[config.mk]
export PLATFORM = sky130hd
export DESIGN_NAME = asg_sqrt
export DESIGN_NICKNAME = d
export VERILOG_FILES = /design/src/hw/rtl/asg_pkg.sv /design/src/hw/rtl/asg_sqrt.sv
export SDC_FILE = /design/constraint.sdc
export NUM_CORES = 1
export LEC_CHECK = 0
export BUFFER_PORTS_ARGS = -buffer_cell sky130_fd_sc_hd__buf_4
export CORE_UTILIZATION = 62
export DETAILED_ROUTE_END_ITERATION = 10
export PLACE_DENSITY = 0.88
export SETUP_SLACK_MARGIN = 0.05
export SLEW_MARGIN = 20
export SYNTH_ARGS = -nofsm -noshare
export SYNTH_HDL_FRONTEND = slang
export SYNTH_SLANG_ARGS = --single-unit
[constraint.sdc]
create_clock -name clock -period 6.3 [get_ports clock]
set_input_delay 1.26 -clock clock [delete_from_list [all_inputs] [get_ports clock]]
set_output_delay 1.26 -clock clock [all_outputs]
set_load 0.005 [all_outputs]
[src/hw/rtl/asg_pkg.sv]
// ---------------------------------------------------------------------------
// asg_pkg - shared types and constants of the grid next-step planner
// Sizes of the map and search stores, cell word layout, move helpers.
// ---------------------------------------------------------------------------
package asg_pkg;

   // grid and list sizes
   localparam int COORD_W    = 5;
   localparam int GRID_SIDE  = 32;
   localparam int CELLS      = GRID_SIDE * GRID_SIDE;
   localparam int CELL_W     = 2 * COORD_W;
   localparam int LIST_DEPTH = 1024;
   localparam int LIST_W     = $clog2(LIST_DEPTH);
   localparam int CNT_W      = LIST_W + 1;
   localparam int G_W        = CELL_W;

   // fixed point heuristic
   localparam int FRAC_BITS = 32;
   localparam int F_W       = G_W + 1 + FRAC_BITS;
   localparam int SQ_STEPS  = 8 + FRAC_BITS;
   localparam int SQ_CNT_W  = $clog2(SQ_STEPS + 1);
   localparam int ROOT_W    = SQ_STEPS;
   localparam int D2_W      = 16;

   // stream words
   localparam int REQ_DATA_W = 40;
   localparam int RSP_DATA_W = 16;

   localparam logic [7:0] OBSTACLE_CODE = 8'd5;

   localparam logic CMD_WRITE = 1'b0;
   localparam logic CMD_QUERY = 1'b1;

   // move directions, tried in this order
   localparam int DIR_W = 2;
   localparam logic [DIR_W-1:0] DIR_UP    = 2'd0;
   localparam logic [DIR_W-1:0] DIR_DOWN  = 2'd1;
   localparam logic [DIR_W-1:0] DIR_LEFT  = 2'd2;
   localparam logic [DIR_W-1:0] DIR_RIGHT = 2'd3;

   typedef enum logic [1:0] {
      MARK_NONE,
      MARK_OPEN,
      MARK_CLOSED
   } mark_type;

   typedef struct packed {
      mark_type           mark;
      logic [G_W-1:0]     g;
      logic [DIR_W-1:0]   parent;
      logic [F_W-1:0]     f;
   } cell_word_type;

   typedef struct packed {
      logic               start;
      logic [COORD_W-1:0] dx;
      logic [COORD_W-1:0] dy;
   } sq_req_type;

   typedef struct packed {
      logic               busy;
      logic               done;
      logic [ROOT_W-1:0]  root;
   } sq_rsp_type;

   typedef struct packed {
      logic               ok;
      logic [COORD_W-1:0] x;
      logic [COORD_W-1:0] y;
   } move_type;

   typedef enum logic [4:0] {
      S_BOOT,
      S_IDLE,
      S_CLEAR,
      S_START_H,
      S_SEL,
      S_SCAN_CELL,
      S_SCAN_CMP,
      S_POP_RD,
      S_POP_WR,
      S_CLOSE,
      S_NB_CHK,
      S_NB_TEST,
      S_NB_H,
      S_WALK_RD,
      S_WALK_STEP,
      S_REPLY
   } state_type;

   // absolute difference of two coordinates
   function automatic logic [COORD_W-1:0] abs_diff(input logic [COORD_W-1:0] a,
                                                   input logic [COORD_W-1:0] b);
      abs_diff = (a > b) ? (a - b) : (b - a);
   endfunction

   // one step in a direction, or against it when back is set
   function automatic move_type step_move(input logic [COORD_W-1:0] x,
                                          input logic [COORD_W-1:0] y,
                                          input logic [DIR_W-1:0]   dir,
                                          input logic               back);
      move_type         m;
      logic [DIR_W-1:0] d;
      d    = dir ^ {{(DIR_W-1){1'b0}}, back};
      m.ok = 1'b1;
      m.x  = x;
      m.y  = y;
      case (d)
         DIR_UP: begin
            m.ok = (y != COORD_W'(GRID_SIDE - 1));
            m.y  = y + COORD_W'(1);
         end
         DIR_DOWN: begin
            m.ok = (y != '0);
            m.y  = y - COORD_W'(1);
         end
         DIR_LEFT: begin
            m.ok = (x != '0);
            m.x  = x - COORD_W'(1);
         end
         DIR_RIGHT: begin
            m.ok = (x != COORD_W'(GRID_SIDE - 1));
            m.x  = x + COORD_W'(1);
         end
         default: begin
            m.ok = 1'b0;
         end
      endcase
      return m;
   endfunction

endpackage

[src/hw/rtl/asg_sqrt.sv]
// ---------------------------------------------------------------------------
// asg_sqrt - iterative euclidean distance unit
// Works out floor(sqrt(dx*dx + dy*dy) * 2^FRAC_BITS), one root bit a cycle.
// ---------------------------------------------------------------------------
module asg_sqrt (
   input  logic                clock,
   input  logic                reset,
   input  asg_pkg::sq_req_type sq_req,
   output asg_pkg::sq_rsp_type sq_rsp
);
   import asg_pkg::*;

   logic [D2_W-1:0]     d2_ff,   d2_in;
   logic [ROOT_W+1:0]   rem_ff,  rem_in;
   logic [ROOT_W-1:0]   root_ff, root_in;
   logic [SQ_CNT_W-1:0] step_ff, step_in;
   logic                busy_ff, busy_in;
   logic                done_ff, done_in;
   logic [ROOT_W+1:0]   rem_sh;
   logic [ROOT_W+1:0]   trial;

   // one restoring step per cycle, digit pairs taken from the top of d2
   always_comb begin
      d2_in   = d2_ff;
      rem_in  = rem_ff;
      root_in = root_ff;
      step_in = step_ff;
      busy_in = busy_ff;
      done_in = 1'b0;
      rem_sh  = {rem_ff[ROOT_W-1:0], d2_ff[D2_W-1:D2_W-2]};
      trial   = {root_ff, 2'b01};
      if (sq_req.start) begin
         d2_in   = D2_W'(sq_req.dx) * D2_W'(sq_req.dx)
                 + D2_W'(sq_req.dy) * D2_W'(sq_req.dy);
         rem_in  = '0;
         root_in = '0;
         step_in = '0;
         busy_in = 1'b1;
      end else if (busy_ff) begin
         d2_in = {d2_ff[D2_W-3:0], 2'b00};
         if (rem_sh >= trial) begin
            rem_in  = rem_sh - trial;
            root_in = {root_ff[ROOT_W-2:0], 1'b1};
         end else begin
            rem_in  = rem_sh;
            root_in = {root_ff[ROOT_W-2:0], 1'b0};
         end
         step_in = step_ff + SQ_CNT_W'(1);
         if (step_ff == SQ_CNT_W'(SQ_STEPS - 1)) begin
            busy_in = 1'b0;
            done_in = 1'b1;
         end
      end
   end

   always_ff @(posedge clock) begin
      d2_ff   <= d2_in;
      rem_ff  <= rem_in;
      root_ff <= root_in;
      step_ff <= step_in;
      if (reset) begin
         busy_ff <= 1'b0;
         done_ff <= 1'b0;
      end else begin
         busy_ff <= busy_in;
         done_ff <= done_in;
      end
   end

   assign sq_rsp.busy = busy_ff;
   assign sq_rsp.done = done_ff;
   assign sq_rsp.root = root_ff;

endmodule

# Yosys cells after proc, flatten, opt, wreduce, memory -nomap -nowiden
# Index checks and enable logic that the tools add are counted.
# totals
ff_bits,104
input_bits,13
out_inout_bits,42
elab_cells,24
# op_classes
n_addsub,3
mul,2
n_lt_le_gt_ge,1
eq_ne,1
n_mux,8
bitwise_logic,1
n_reduce_logical,2
# op_table
op,n
$ge A42 B42 Y1,1
$mux W40,1
$sub A40 B40 Y40,1
$mux W16,2
$mul A5 B5 Y10,2
$add A10 B10 Y11,1
$add A6 B1 Y6 const B,1
$eq A6 B6 Y1 const B,1
$mux W1,5
$reduce_or A3 Y1,1
$reduce_bool A2 Y1,1
$not A1 Y1,1

# Logic depth before layout (Yosys ltp)
# Gate-level depths: netlist of the first run.
# depth
ltp_word,4
depth_mapped,19
mapped_depth_nobuf,19

# Worst setup path after synthesis of the first run
# No wires, ideal clock.
# synth_timing
path_type,input to register
startpoint,in sq_req[1] (netlist name)
endpoint,reg d2_ff[10] (data pin)
setup_ns,0.271
t_arrival_ns,5.525
t_required_ns,6.029
setup_slack_ns,0.505
path_stages,19
path_buffers,0
path_cell_list,nand2_1 inv_1 fa_1 fa_1 inv_1 fa_1 inv_1 fa_1 fa_1 ha_1 nor2b_1 o21ai_0 a21boi_0 o21ai_0 nand2b_1 a21o_1 a21oi_1 xnor2_1 a21oi_1
# synth_between
elab_chain_len,3
# synth_lines
item,line,source
from (decl),asg_sqrt.sv:8,"input asg_pkg::sq_req_type sq_req,"
$mul A5 B5 Y10,asg_sqrt.sv:34,+ D2_W'(sq_req.dy) * D2_W'(sq_req.dy);
$add A10 B10 Y11,asg_sqrt.sv:34,
$mux W16,asg_sqrt.sv:32,if (sq_req.start) begin
net d2_in[10],asg_sqrt.sv:13,"logic [D2_W-1:0] d2_ff, d2_in;"
to (signal assigned),asg_sqrt.sv:57,d2_ff <= d2_in;
to (decl),asg_sqrt.sv:13,
# The timed path passes the listed nets, and every way through them passes these cells.
# A chain may end at the register's enable or synchronous reset.

# Worst setup path in the final report of the first run
# Same ends and word-level chain as after synthesis.

==> results of run 1 <==
layout make-up:
type	count	area, um2	area share, %
clock buffers	10	229	2.67
multi-input cells	690	5040	58.8
clock inverters	6	50.0	0.584
flip-flops and latches	104	2250	26.2
well taps	168	210	2.45
repair buffers	58	435	5.08
inverters	95	357	4.16
kinds of logic (layout without fill, tap and decap cells):
group,Yosys count,after routing
buf+inv,144,169
simple gates,278,278
fa+ha+maj,93,93
compound gates,218,218
flops,104,104
xor+xnor,35,35
mux,66,66
worst paths after layout:
kind                                                from                      end  cells after the start
worst max-delay path                           sq_req[1]      d2_ff[10]$_DFFE_PP_                     20
worst max register to register  root_ff[25]$_SDFFE_PP0P_  rem_ff[33]$_SDFFE_PP0P_                     12
worst min-delay path              rem_ff[1]$_SDFFE_PP0P_   rem_ff[1]$_SDFFE_PP0P_                      2
worst min register to register    rem_ff[1]$_SDFFE_PP0P_   rem_ff[1]$_SDFFE_PP0P_                      2
report_power, final:
group          switching [W]  internal [W]  total, W  leakage, nW
clock               0.000242      0.000302  0.000544        0.136
sequential         0.0000870      0.000802  0.000889        0.883
combinational        0.00158       0.00107   0.00266         2.75
total                0.00191       0.00218   0.00409         3.77
cells in the mapped netlist (10+ instances only):
cell type / instances / share of area (%)
mux2_2: 10 / 1.4
o211ai_1: 10 / 0.96
inv_1: 94 / 4.5
nand3_1: 17 / 1.1
edfxtp_1: 16 / 6.1
nor3_1: 15 / 0.96
ha_1: 72 / 11
a21o_1: 22 / 2.1
dfxtp_1: 88 / 22
fa_1: 21 / 5.4
xor2_1: 15 / 1.7
a21oi_1: 58 / 3.7
nand4_1: 17 / 1.4
nor2b_1: 10 / 0.80
a311oi_1: 12 / 1.3
nor2_1: 102 / 4.9
o21ai_0: 46 / 2.9
clkbuf_1: 29 / 1.4
a211oi_1: 22 / 2.1
xnor2_1: 20 / 2.2
and2_1: 17 / 1.4
mux2i_1: 56 / 7.1
nand2_1: 67 / 3.2
buf_2: 10 / 0.64
stage by stage:
step	setup WS [ns]	area, um2
2_1_floorplan	0.505	7860
3_3_place_gp	0.216	8290
3_5_place_dp	0.0217	8290
4_1_cts	0.390	8570
5_1_grt	0.0913	8570
6_report	0.399	8570
critical path, stage by stage:
cell and delay, ns:
buf_4 0.13, nand2_1 0.11, inv_1 0.07, fa_1 0.48
fa_1 0.54, inv_1 0.05, fa_1 0.52, inv_1 0.05
fa_1 0.55, fa_1 0.42, ha_1 0.35, nor2b_1 0.15
o21ai_0 0.21, a21boi_0 0.15, o21ai_0 0.17, nand2b_1 0.11
a21o_1 0.20, a21oi_1 0.22, xnor2_1 0.14, a21oi_1 0.08
registers in the layout, indices dropped and copies added, names as in the netlist:
register and cells:
busy_ff 1, done_ff 1, step_ff 6, rem_ff 40
root_ff 40, d2_ff 16
layout by cell type, fill, tap and decap left out, drive strengths merged, types with 2 or more instances in the layout:
master / Yosys / layout
o21ai: 49 / 49
mux2i: 56 / 56
and3: 4 / 4
nand2: 67 / 67
xnor2: 20 / 20
a311oi: 13 / 13
o31ai: 2 / 2
a21oi: 60 / 60
o22ai: 3 / 3
o21bai: 4 / 4
nor3: 15 / 15
or2: 2 / 2
inv: 94 / 94
nand3b: 2 / 2
o21a: 4 / 4
buf: 20 / 58
nand4: 18 / 18
nand3: 17 / 17
a41oi: 3 / 3
a211oi: 23 / 23
clkbuf: 29 / 10
nand2b: 4 / 4
or3: 9 / 9
nor4: 7 / 7
and2: 17 / 17
mux2: 10 / 10
nor2b: 10 / 10
o2111ai: 5 / 5
nor2: 103 / 103
fa: 21 / 21
edfxtp: 16 / 16
dfxtp: 88 / 88
xor2: 15 / 15
a31oi: 6 / 6
a21o: 22 / 22
clkinv: 1 / 6
o211ai: 10 / 10
ha: 72 / 72
metal layers:
metal,GRT usage [%],vias to the layer above
met5,0,-
met4,8.14,0
met3,6.14,30
met2,47.2,202
met1,37.1,3177
li1,-,3323
==> results.toml, run 1 <==
[worst_setup_path]
r2r_slack_ns = 2.24
critPathArrivalTime_ns = 5.98
worst_ep_required_time_ns = 6.38
critPathKind = "in -> reg"
end_kind = "flop"
cp-start-kind = "input pin"
critPathMaxFanout = 6

[layout]
antennaDiodeCount = 0
fin_nets = 1064
area_growth_pct = 9.06
fin_cells = 1131
num-fill-cells = 978
drive_above_1_share_pct = 9.35
utilization_pct = 70.5

[timing]
tns_ns = 0
post-route-period-util_pct = 93.7
maxSlewHeadroom_pct = 35.2
fin_skew_ns = 0.00926
period_minus_slack_ns = 5.90
clock.fmax_mhz = 169
tightest_slew_ns = 0.972
maxSlewViolCount = 0
rsz0062_at_grt = "false"
holdWs_ns = 0.490
setup_viol = 0
final_hold_viol_count = 0

[yosys]
synth_ff_type = "dfxtp_1"
yosysWarnings = 0
synth_xor_area_share_pct = 3.90
syn-cell-area_um2 = 7860
synth_seq_cells = 104
syn-instance-count = 938
synth-simple-area-share_pct = 16.5
synth_edf_count = 16
syn_area_per_cell_um2 = 8.38
yosys.area_share.adder_pct = 16.8
yosysUniqueCellTypes = 65
muxShareOfSynthArea_pct = 8.57
synth.net_count = 1044
ys_async_sr_fraction_pct = 0
synth_top_family_by_area = "compound AO/OA/AOI/OAI gates"
synth_compound_area_share_pct = 18.3
seq_area_frac_synth_pct = 28.5

[clock_network]
cts_tree = "yes"
clock_latency_ns = 0.36
clk_path_buf_depth = 2
clock-sinks = 104
clk_pin_slew_ns = 0.07
cts_htree_levels = 3
cts-root-buf = "clkbuf_16"
cts_hold_buf = 0
cts_setup_buffers = 0
cts_buffers = 9
cts_resized = 0

[routing]
drc_errors = 0
dr_total_vias = 6732
drt_pre_antenna_iters = 5
antenna_left = 0
wire_per_inst_um = 15.4
drt_wl_total_mm = 17.4
vias_per_cell = 5.95
drt_iter0_markers = 452
wl_met3_um = 936
wl_met2_mm = 8.34
met1_length_mm = 7.91
highest_layer = "met4"

[placed_design]
port_buffers = 54
dp.cells = 1115
routabilityCongestion = 0.929
hpwlAfterDp_mm = 12.5

[floorplanning]
die_h_um = 115
die_w_um = 115
num_rows = 40
die-area_um2 = 13100
core_um2 = 12200
io_pins = 55
start_util_pct = 64.6

[run_status]
status = "finished, final reports clean"

[hold_path]
hold_class = "reg -> reg"

[grt]
antenna_found_initial = 0
grt_pass1_wl_mm = 29.9
grt_max_degree = 81
grtUsageTotal_pct = 28.4
grt_overflow_total = 0
grt_pass1_vias = 6510

[pwr]
vdd_drop_max_uv = 355
power_w = 0.00409
power_density_nw_per_um2 = 477
p_leak_nw = 3.77

[flow_run]
maxCapViolCount = 0
Power figures use the tool's default switching activity.
==> inputs of run 2 (changes only) <==
ABC_AREA = 1   (was unset)
PLACE_DENSITY = 0.87   (was 0.88)
==> run 2 against run 1 <==
Net effect: highest routed layer unchanged; clock skew is 0.0013 ns lower; largest cell class unchanged; synthesized area up 9.0%; clock power fell by 3%; sequential share of layout area is 2.1 points lower; register-to-register slack improved by 0.92 ns; synthesized cell count rose by 42%; die area increased by 8.9%; combinational power is 13% higher; hold slack lost 0.028 ns; first-iteration DRC count increased by 31%; power is 6.9% higher; wire length is 22% higher.
==> results.toml, run 2 <==
[clock_network]
clk_pin_slew_ns = 0.06
clk_path_buf_depth = 2
cts_hold_buf = 0
clock-sinks = 104
cts_htree_levels = 3
cts_setup_buffers = 0
clock_latency_ns = 0.36
cts_tree = "yes"
cts_resized = 0
cts-root-buf = "clkbuf_16"
cts_buffers = 9

[timing]
post-route-period-util_pct = 87.3
maxSlewViolCount = 0
setup_viol = 0
fin_skew_ns = 0.00799
tightest_slew_ns = 1.07
rsz0062_at_grt = "false"
clock.fmax_mhz = 182
period_minus_slack_ns = 5.50
tns_ns = 0
maxSlewHeadroom_pct = 28.5
final_hold_viol_count = 0
holdWs_ns = 0.461

[worst_setup_path]
worst_ep_required_time_ns = 6.42
crit_top_cell = "nand2_1"
crit_start = "sq_req[1]"
max_stage_delay_ns = 0.56
end_kind = "flop"
critPathArrivalTime_ns = 5.62
regToRegStartpoint = "root_ff[0]$_SDFFE_PP0P_"
critPathKind = "in -> reg"
cp_num_buf_inv = 4
worst_path_max_delay_cell = "fa_1"
cp-start-kind = "input pin"
cp_top_family = "adder cells"
critPathMaxFanout = 6
crit_chain = "buf_4 -> nand2_1 -> inv_1 -> fa_1 -> fa_1 -> inv_1 -> fa_1 -> inv_1 -> fa_1 -> fa_1 -> ha_1 -> a21oi_1 -> nand2_1 -> nand2_1 -> nand2_1 -> nand2_1 -> nand2_1 -> or2_2 -> nand3_1 -> nand2_1"

[routing]
dr_total_vias = 8203
vias_per_cell = 5.30
wire_per_inst_um = 13.7
drt_wl_total_mm = 21.3
drc_errors = 0
drt_pre_antenna_iters = 8
drt_iter0_markers = 590
antenna_left = 0

[flow_run]
maxCapViolCount = 0

[yosys]
synth_most_common_cell = "nand2_1"
yosysUniqueCellTypes = 33
synth.net_count = 1439
syn_area_per_cell_um2 = 6.43
yosys.area.top_type_share_pct = 21.4
syn-cell-area_um2 = 8570
syn-instance-count = 1333
synth_seq_cells = 104
synth_edf_count = 16
yosysWarnings = 0
synthTopCellsByCount = "nand2_1, inv_1, dfxtp_1"
ys_async_sr_fraction_pct = 0
seq_area_frac_synth_pct = 26.2
synth_ff_type = "dfxtp_1"
yosysTopAreaCell = "nand2_1"
ys_top_cells_by_area = "nand2_1, dfxtp_1, inv_1"

[run_status]
status = "finished, final reports clean"

[floorplanning]
die_w_um = 120
num_rows = 42
core_um2 = 13300
start_util_pct = 64.2
die-area_um2 = 14300
io_pins = 55
die_h_um = 120

[layout]
fin_cells = 1549
area_growth_pct = 8.69
antennaDiodeCount = 0
final_cell_mix = "nand2_1, inv_1, dfxtp_1"
fin_nets = 1475
drive_above_1_share_pct = 7.65
design_area_um2 = 9310
reg_top3 = "rem_ff (40), root_ff (40), d2_ff (16)"
final_common_cell = "nand2_1"

[pwr]
vdd_drop_max_uv = 232
p_leak_nw = 5.24
power_density_nw_per_um2 = 469
power_w = 0.00437

[placed_design]
hpwlAfterDp_mm = 16.4
placed_area_um2 = 9040
port_buffers = 54
dp.cells = 1534
routabilityCongestion = 0.963

[hold_path]
min_from = "rem_ff[38]$_SDFFE_PP0P_"
hold_class = "reg -> reg"

[grt]
grtUsageTotal_pct = 31.3
grt_overflow_total = 0
grt_max_degree = 57
grt_pass1_wl_mm = 36.1
grt_pass1_vias = 7931
antenna_found_initial = 0
## run 2: cell types whose count changed after synthesis, sizes merged, moves of 28 or more
| cell | change |
|---|---|
| nand2 | +428 |
| inv | +160 |
| nand3 | +64 |
| mux2i | -56 |
| o22ai | +36 |
| nand3b | +28 |
| o21ai | -28 |
## run 2: per-layer routing
metal  routed length [um]  vias up  GRT usage (%)
met5                    0        -              0
met4                  567        0           11.9
met3                 1050       58           5.94
met2                10000      219           52.9
met1                 9650     3732           39.5
li1                     -     4194              -
## run 2: cell families after synthesis
logic type,after synthesis,synth area share [%]
fa+ha+maj,93,15.4
simple gates,717,35.5
xor+xnor,23,2.35
compound gates,109,7.18
buf+inv,287,13.3
flops,104,26.2
## run 2: metrics by stage
stage | setup slack (ns) | util (%)
after global placement | 0.630 | 67.7
final | 0.801 | 69.8
after floorplan | 0.883 | -
after detailed placement | 0.518 | 67.7
after global routing | 0.580 | 69.8
after CTS | 0.807 | 69.8
## run 2: power breakdown
| part | switching (W) | leakage, nW | internal, W |
|---|---|---|---|
| clock | 0.000242 | 0.132 | 0.000288 |
| sequential | 0.0000575 | 0.882 | 0.000781 |
| combinational | 0.00199 | 4.23 | 0.00101 |
| total | 0.00229 | 5.24 | 0.00208 |
## run 2: path summary, 6_finish.rpt
| path | endpoint | slack, ns | cells past startpoint |
|---|---|---|---|
| setup reg to reg | rem_ff[34]$_SDFFE_PP0P_ | 3.16 | 14 |
| setup / recovery | d2_ff[7]$_DFFE_PP_ | 0.80 | 20 |
| hold / removal | rem_ff[38]$_SDFFE_PP0P_ | 0.46 | 2 |
| hold reg to reg | rem_ff[38]$_SDFFE_PP0P_ | 0.46 | 2 |
## run 2: layout make-up
cell class / instances / area (um2)
multi-input cells: 942 / 5190
well taps: 176 / 220
clock buffers: 13 / 260
clock inverters: 2 / 13.8
fillers: 1189 / 4040
repair buffers: 58 / 435
inverters: 254 / 953
flip-flops and latches: 104 / 2240
## run 2: worst min-delay path: stages (launching register included)
cell     delay (ns)
dfxtp_1        0.32
nand2_1        0.06
nand2_1        0.04
==> inputs of run 3 (changes only) <==
--- a/config.mk
+++ b/config.mk
@@ -8,7 +8,7 @@
 export ABC_AREA = 1
 export BUFFER_PORTS_ARGS = -buffer_cell sky130_fd_sc_hd__buf_4
-export CORE_UTILIZATION = 62
+export CORE_UTILIZATION = 56
 export DETAILED_ROUTE_END_ITERATION = 10
-export PLACE_DENSITY = 0.87
+export PLACE_DENSITY = 0.83
 export SETUP_SLACK_MARGIN = 0.05
 export SLEW_MARGIN = 20
==> constraint.sdc (replaced) <==
create_clock -name clock -period 4.7 [get_ports clock]
set_input_delay 0.94 -clock clock [delete_from_list [all_inputs] [get_ports clock]]
set_output_delay 0.94 -clock clock [all_outputs]
set_load 0.1 [all_outputs]
==> run 3 against run 2 <==
Net effect: the flow now finishes with violations (setup timing); largest cell class unchanged; register-to-register slack lost 1.6 ns; worst setup slack lost 0.81 ns; clock skew grew 0.0026 ns; cell area grew 3.1%; core utilization shrank 4.7 points; sequential power grew 34%; wire length grew 3.0%; highest routed layer unchanged; combinational power grew 42%; die area grew 11%; count of clock-buffer cells in the layout shrank 3; sequential share of layout area shrank 0.73 points.
==> results.toml, run 3 (same netlist as run 2, synthesis figures left out) <==
[grt]
grt_pass1_wl_mm = 36.5
grt_max_degree = 57
grt_pass1_vias = 7812
grt_overflow_total = 0
antenna_found_initial = 0
grtUsageTotal_pct = 28.8

[timing]
tns_ns = -0.0142
period_minus_slack_ns = 4.71
maxSlewHeadroom_pct = 41.3
rsz0062_at_grt = "true"
maxSlewViolCount = 0
holdWs_ns = 0.461
post-route-period-util_pct = 100
setup_slack_ns = -0.0120
setup_viol = 2
final_hold_viol_count = 0
clock.fmax_mhz = 212
fin_skew_ns = 0.0106
tightest_slew_ns = 0.880

[pwr]
power_w = 0.00607
vdd_drop_max_uv = 462
power_density_nw_per_um2 = 632
p_leak_nw = 5.36

[worst_setup_path]
worst_ep_required_time_ns = 4.82
end_kind = "flop"
critPathArrivalTime_ns = 4.83
cp-start-kind = "input pin"
critPathMaxFanout = 4
critPathKind = "in -> reg"

[layout]
area_growth_pct = 12.1
final_cell_mix = "nand2_1, inv_1, dfxtp_1"
drive_above_1_share_pct = 10.1
reg_top3 = "rem_ff (40), root_ff (40), d2_ff (16)"
utilization_pct = 65.1
fin_nets = 1494
antennaDiodeCount = 0
final_common_cell = "nand2_1"

[floorplanning]
die-area_um2 = 15800
core_um2 = 14800
die_w_um = 126
num_rows = 44
io_pins = 55
die_h_um = 126
start_util_pct = 58.1

[routing]
vias_per_cell = 5.16
wire_per_inst_um = 13.9
highest_layer = "met4"
met1_length_mm = 10.1
drt_wl_total_mm = 21.9
drt_pre_antenna_iters = 5
dr_total_vias = 8144
wl_met3_mm = 1.00
drt_iter0_markers = 533
drc_errors = 0
antenna_left = 0
wl_met2_mm = 10.2

[run_status]
violations = "setup timing"
status = "complete, but fails checks"

[clock_network]
cts_buffers = 9
clk_pin_slew_ns = 0.07
clock_latency_ns = 0.36
clock-sinks = 104
clk_path_buf_depth = 2
cts_htree_levels = 3
cts_hold_buf = 0
cts-root-buf = "clkbuf_16"
cts_tree = "yes"

[placed_design]
routabilityCongestion = 0.947
port_buffers = 54
dp_slack_ns = -0.391
hpwlAfterDp_mm = 17.1

[flow_run]
maxCapViolCount = 0

[hold_path]
hold_class = "reg -> reg"
[run 3: stage by stage]
step | area, um2 | instances
6_report | 9600 | 1577
3_3_place_gp | 9240 | 1558
3_5_place_dp | 9240 | 1558
5_1_grt | 9600 | 1577
4_1_cts | 9550 | 1575
2_1_floorplan | 8640 | 1333
[run 3: critical path, cell delays in order]
cell and delay [ns]:
buf_8 0.08, nand2_4 0.04, fa_1 0.54, inv_2 0.04, fa_1 0.54, inv_2 0.04
fa_1 0.49, inv_1 0.05, fa_1 0.45, fa_1 0.55, ha_4 0.23, a21oi_2 0.14
nand2_2 0.10, nand2_2 0.09, nand2_1 0.05, nand2_1 0.05, nand2_1 0.07, or2_4 0.23
nand3_2 0.05, nand2_1 0.04
[run 3: per-layer routing]
metal | global-route usage (%) | vias up
met5 | 0 | -
met4 | 10.7 | 0
met3 | 3.95 | 39
met2 | 49.9 | 188
met1 | 36.5 | 3685
li1 | - | 4232
[run 3: worst paths after layout]
| kind | startpoint | to | slack [ns] | depth (start not counted) |
|---|---|---|---|---|
| max | sq_req[3] | d2_ff[7]$_DFFE_PP_ | -0.01 | 20 |
| min | rem_ff[39]$_SDFFE_PP0P_ | rem_ff[39]$_SDFFE_PP0P_ | 0.46 | 2 |
| max reg2reg | root_ff[0]$_SDFFE_PP0P_ | rem_ff[31]$_SDFFE_PP0P_ | 1.61 | 14 |
| min reg2reg | rem_ff[39]$_SDFFE_PP0P_ | rem_ff[39]$_SDFFE_PP0P_ | 0.46 | 2 |
[run 3: what timing repair did]
item                                    4_1_cts  5_1_grt
buffers inserted                              1        2
endpoints found under the setup margin        3        5
gates cloned                                  0        0
gates resized for setup                      10       11
pin swaps                                     1        6
[run 3: power by group]
part           internal [W]  leakage, nW  switching, W
combinational       0.00148         4.36       0.00278
sequential          0.00105        0.882     0.0000763
clock              0.000356        0.124      0.000332
[run 3: cell type report]
class / count / area (um2)
sequential: 104 / 2240
tap: 184 / 230
clock inverter: 6 / 36.3
inverter: 254 / 955
timing repair buffer: 77 / 616
clock buffer: 10 / 229
fill: 1310 / 5150
multi-input combinational: 942 / 5300
